$ cat src/hdl/cfwt_prep.sv
// ----------------------------------------------------------------------------
// cfwt_prep
// Decides whether the trimmed word advances, and prepares the successor terms.
// ----------------------------------------------------------------------------
module cfwt_prep #(
    parameter int W  = 64,
    parameter int CW = 7,
    parameter int SW = 6
) (
    input  logic [W-1:0]  i_word,
    input  logic [CW-1:0] i_want,
    input  logic          i_trim,
    output logic [W-1:0]  o_fill,
    output logic [SW-1:0] o_ctz,
    output logic          o_take
);

    logic [W-1:0] top;
    logic [W-1:0] low_one;

    // i_want ones packed at the top of the word
    assign top     = ~({W{1'b1}} >> i_want);
    assign o_take  = i_trim && (i_word != '0) && (i_word < top);
    assign o_fill  = i_word | (i_word - W'(1));
    assign low_one = i_word & (~i_word + W'(1));

    always_comb begin
        o_ctz = '0;
        for (int i = 0; i < W; i++) begin
            if (low_one[i]) begin
                o_ctz = o_ctz | SW'(i);
            end
        end
    end

endmodule

$ cat config.mk
export PLATFORM = sky130hd
export DESIGN_NAME = cfwt_prep
export DESIGN_NICKNAME = d
export VERILOG_FILES = /design/src/hdl/cfwt_prep.sv
export SDC_FILE = /design/constraint.sdc
export NUM_CORES = 1
export LEC_CHECK = 0
export ABC_AREA = 1
export ABC_CLOCK_PERIOD_IN_PS = 5400
export BUFFER_PORTS_ARGS = -buffer_cell sky130_fd_sc_hd__buf_2
export CAP_MARGIN = 0
export CORE_ASPECT_RATIO = 0.9
export CORE_UTILIZATION = 55
export DETAILED_ROUTE_END_ITERATION = 10
export GPL_TIMING_DRIVEN = 0
export PLACE_DENSITY = 0.83
export SLEW_MARGIN = 20
export SYNTH_ARGS = -nofsm -noshare
export SYNTH_HDL_FRONTEND = slang
export SYNTH_SLANG_ARGS = --single-unit
$ cat constraint.sdc
create_clock -name vclk -period 5.4
set_clock_uncertainty 0.1 [all_clocks]
set_input_delay 1.62 -clock vclk [all_inputs]
set_output_delay 1.62 -clock vclk [all_outputs]
set_load 0.02 [all_outputs]
==> metrics.sh <==
POST_SYNTH.CELL_AREA_AVG_UM2=5.18
DESIGN.PORTCOUNT=143
PORTION_OF_THE_CLOCK_CYCLE_CONSUMED_BY_THE_WORST_PATH_IN_THE_FINAL_LAYOUT_PCT=102
STARTPOINT='i_want[3]'
GRT_PASS1_VIAS=5797
YOSYS-TOP-CELLS-AREA='sky130_fd_sc_hd__nand2_1 (19%), sky130_fd_sc_hd__ha_1 (18%), sky130_fd_sc_hd__nor2_1 (17%), sky130_fd_sc_hd__inv_1 (7.4%), sky130_fd_sc_hd__a21oi_1 (5.3%)'
VIAS_PER_CELL=5.98
NUM_VIAS=6732
POWER_mW=0.399
DETAILEDROUTE.FIRSTITERATIONVIOLATIONS=717
PLACEMENTROWS=30
NETLIST_AREA_MM2=0.00450
ANTENNA_VIOLATIONS_BEFORE_REPAIR=0
HOLD_WS_NS=3.52
POWER_DENSITY_mW_PER_MM2=68.6
DRT-WIRELENGTH-PER-CELL_UM=17.3
YOSYSTOPAREACELLSHARE_PCT=18.9
YOSYSWARNINGS=0
SETUP-TNS-FINAL_NS=-0.134
AREA.GROWTH.SYNTH_TO_FINAL_PCT=29.4
COUNT_OF_BUFFERS_INSERTED_AT_THE_TOP_LEVEL_PORTS=142
HOLDBUFCOUNTCTS=0
TIMING.CRITICAL_PATH.TO_TYPE='output port'
CHIPHEIGHT_UM=87.8
SETUP-VIOLATIONS-FINAL=1
GLOBAL_ROUTE.USAGE.TOTAL_PCT=40.7
SETUP.WORST_PATH.CLASS='input port to output port'
FLOORPLAN.DIE_AREA_MM2=0.00854
NCLKBUFFERS=0
TOTALWIRELENGTH_MM=19.5
TIMING.FINAL.MAX_SLEW_VIOLATIONS=0
LAYOUT_MIN_CYCLE_TIME_NS=5.53
ANT_NETS=0
FINAL-HOLD-VIOLATION-COUNT=0
STATUS='finished with violations'
RSZ_0062_RAISED_AFTER_GLOBAL_ROUTING='true'
OVERFLOW=0
DRT_FIRST_PASS_ITERS=6
NUMBER_OF_NETS_PRODUCED_BY_SYNTHESIS=1003
SETUP.WORST_PATH.START_CLASS='input port'
ROUTE.DETAILED.DRC=0
DP.FINAL_HPWL_MM=15.4
MIN-DELAY-PATH-CLASS='input port to output port'
MAX-VDD-IR-DROP_V=0.0000726
GRT_MAX_DEGREE=11
ARRIVAL_NS=3.81
TIMING.CRITICAL_PATH.FANOUT_MAX=6
TIMING.CRITICAL_PATH.TO='o_take'
FAILING_CHECKS='negative setup slack'
LEAKAGE_POWER_nW=3.19
GLOBAL_ROUTE_WIRE_LENGTH_BEFORE_REPAIR_MM=27.9
YOSYS.AREA.TOP_TYPE='sky130_fd_sc_hd__nand2_1'
SYNTH_SEQUENTIAL_AREA_RATIO_PCT=0
FIN_NETS=1167
COREAREA_MM2=0.00773
CAP_VIOL_MAX_COUNT=0
SYN-INSTANCE-COUNT=868
MAXCLOCKFREQUENCY_MHz=181
CRITPATHREQUIREDTIME_NS=3.68
FINAL-SEQ-AREA_UM2=0
DRIVE_ABOVE_1_SHARE_PCT=29.3
SYNTH_CELL_TYPES=39
ANTENNADIODECOUNT=0
DIEWIDTH_UM=97.3
TIMING.FINAL.WS_SETUP_NS=-0.134
PLACE_CONGESTION=1.02
SEQ_CELL_COUNT=0
INITIAL_UTILIZATION_PCT=58.1
stage by stage:
stage	area (um2)	instances	utilization (%)	worst slack [ns]
global route	5820	1126	75.2	-0.239
detailed placement	5330	1106	68.9	-0.368
finish	5820	1126	75.2	-0.134
floorplan	4500	868	-	0.135
CTS	5460	1110	70.6	0.00792
global placement	5330	1106	68.9	-0.369
cell families (layout without fill, tap and decap cells):
| group | count (synthesis) | in the layout | synth area share [%] |
|---|---|---|---|
| other cells | 1 | 1 | 0.0834 |
| simple gates | 574 | 574 | 57.8 |
| fa+ha+maj | 63 | 63 | 17.5 |
| buf+inv | 108 | 270 | 9.46 |
| compound gates | 122 | 122 | 15.1 |
worst min-delay path by stage:
stage,start,to,slack [ns],cells past startpoint
after global placement,i_word[0],o_fill[1],3.50,3
after CTS,i_word[0],o_fill[1],3.50,3
after global routing,i_word[4],o_fill[4],3.53,3
after floorplan,i_word[0],o_fill[1],3.26,1
after detailed placement,i_word[0],o_fill[1],3.50,3
final,i_word[0],o_fill[1],3.52,3
report_power, final:
| part | switching (mW) | leakage (nW) | internal, mW |
|---|---|---|---|
| combinational | 0.259 | 3.19 | 0.140 |
| sequential | 0 | 0 | 0 |
| clock | 0 | 0 | 0 |
| total | 0.259 | 3.19 | 0.140 |
per-layer routing:
metal | wire [um] | GRT usage, % | vias to the layer above | share of wire (%)
met1 | 7650 | 55.8 | 2955 | 39
met3 | 2680 | 3.91 | 86 | 14
met4 | 768 | 16.2 | 0 | 3.9
li1 | - | - | 3182 | -
met5 | 0 | 0 | - | 0
met2 | 8420 | 66.3 | 509 | 43
synthesized netlist by cell type (5+ instances only):
library cell and n:
sky130_fd_sc_hd__a21o_1 5, sky130_fd_sc_hd__a21oi_1 48, sky130_fd_sc_hd__clkbuf_1 5, sky130_fd_sc_hd__ha_1 63
sky130_fd_sc_hd__inv_1 89, sky130_fd_sc_hd__inv_2 8, sky130_fd_sc_hd__nand2_1 226, sky130_fd_sc_hd__nand3_1 47
sky130_fd_sc_hd__nand4_1 20, sky130_fd_sc_hd__nor2_1 205, sky130_fd_sc_hd__nor2_2 9, sky130_fd_sc_hd__nor2_4 8
sky130_fd_sc_hd__nor3_1 8, sky130_fd_sc_hd__o21ai_0 44, sky130_fd_sc_hd__o21bai_1 9, sky130_fd_sc_hd__or2_2 27
what timing repair did:
action,4_1_cts,5_1_grt
pin swaps,4,35
buffers inserted,4,15
gates cloned,0,1
hold endpoints to repair,0,0
endpoints found under the setup margin,1,1
gates resized for setup,40,88
area by class of cell:
type                            count  area, um2
Inverter                          100        393
Timing Repair Buffer              161        898
Multi-Input combinational cell    760       4330
Timing Repair inverter              1       5.00
Fill cell                         687       1920
Buffer                              8       72.6
Tap cell                           96        120
worst max-delay path: stages:
cell	delay, ns
sky130_fd_sc_hd__buf_6	0.14
sky130_fd_sc_hd__clkinvlp_4	0.23
sky130_fd_sc_hd__a21oi_4	0.22
sky130_fd_sc_hd__buf_4	0.14
sky130_fd_sc_hd__a21oi_2	0.04
sky130_fd_sc_hd__ha_1	0.35
sky130_fd_sc_hd__nand2_1	0.09
sky130_fd_sc_hd__nor2_1	0.06
sky130_fd_sc_hd__a211oi_2	0.17
sky130_fd_sc_hd__o21ai_1	0.14
sky130_fd_sc_hd__a21oi_2	0.22
sky130_fd_sc_hd__nand2_2	0.10
sky130_fd_sc_hd__a21oi_2	0.15
sky130_fd_sc_hd__buf_4	0.15
cells in the final DEF, fill, tap and decap left out, types with 3 or more instances in the layout:
| master | count |
|---|---|
| sky130_fd_sc_hd__nand2_4 | 5 |
| sky130_fd_sc_hd__nand3_2 | 3 |
| sky130_fd_sc_hd__nand3_1 | 47 |
| sky130_fd_sc_hd__inv_2 | 16 |
| sky130_fd_sc_hd__or2_2 | 27 |
| sky130_fd_sc_hd__a21oi_1 | 34 |
| sky130_fd_sc_hd__nand4_1 | 20 |
| sky130_fd_sc_hd__nand2_2 | 8 |
| sky130_fd_sc_hd__inv_1 | 77 |
| sky130_fd_sc_hd__o21ai_1 | 19 |
| sky130_fd_sc_hd__nor2_2 | 16 |
| sky130_fd_sc_hd__nor3_1 | 7 |
| sky130_fd_sc_hd__nor2_8 | 3 |
| sky130_fd_sc_hd__buf_2 | 137 |
| sky130_fd_sc_hd__buf_6 | 7 |
| sky130_fd_sc_hd__o21bai_1 | 9 |
| sky130_fd_sc_hd__o21ai_0 | 26 |
| sky130_fd_sc_hd__buf_4 | 19 |
| sky130_fd_sc_hd__nand2_1 | 221 |
| sky130_fd_sc_hd__o211ai_1 | 4 |
| sky130_fd_sc_hd__a21oi_4 | 3 |
| sky130_fd_sc_hd__a21o_1 | 5 |
| sky130_fd_sc_hd__nor2_1 | 185 |
| sky130_fd_sc_hd__ha_1 | 62 |
| sky130_fd_sc_hd__a21oi_2 | 11 |
| sky130_fd_sc_hd__o21ai_2 | 3 |
| sky130_fd_sc_hd__nor2_4 | 21 |
| sky130_fd_sc_hd__nor4_2 | 3 |
Power figures use the tool's default switching activity.
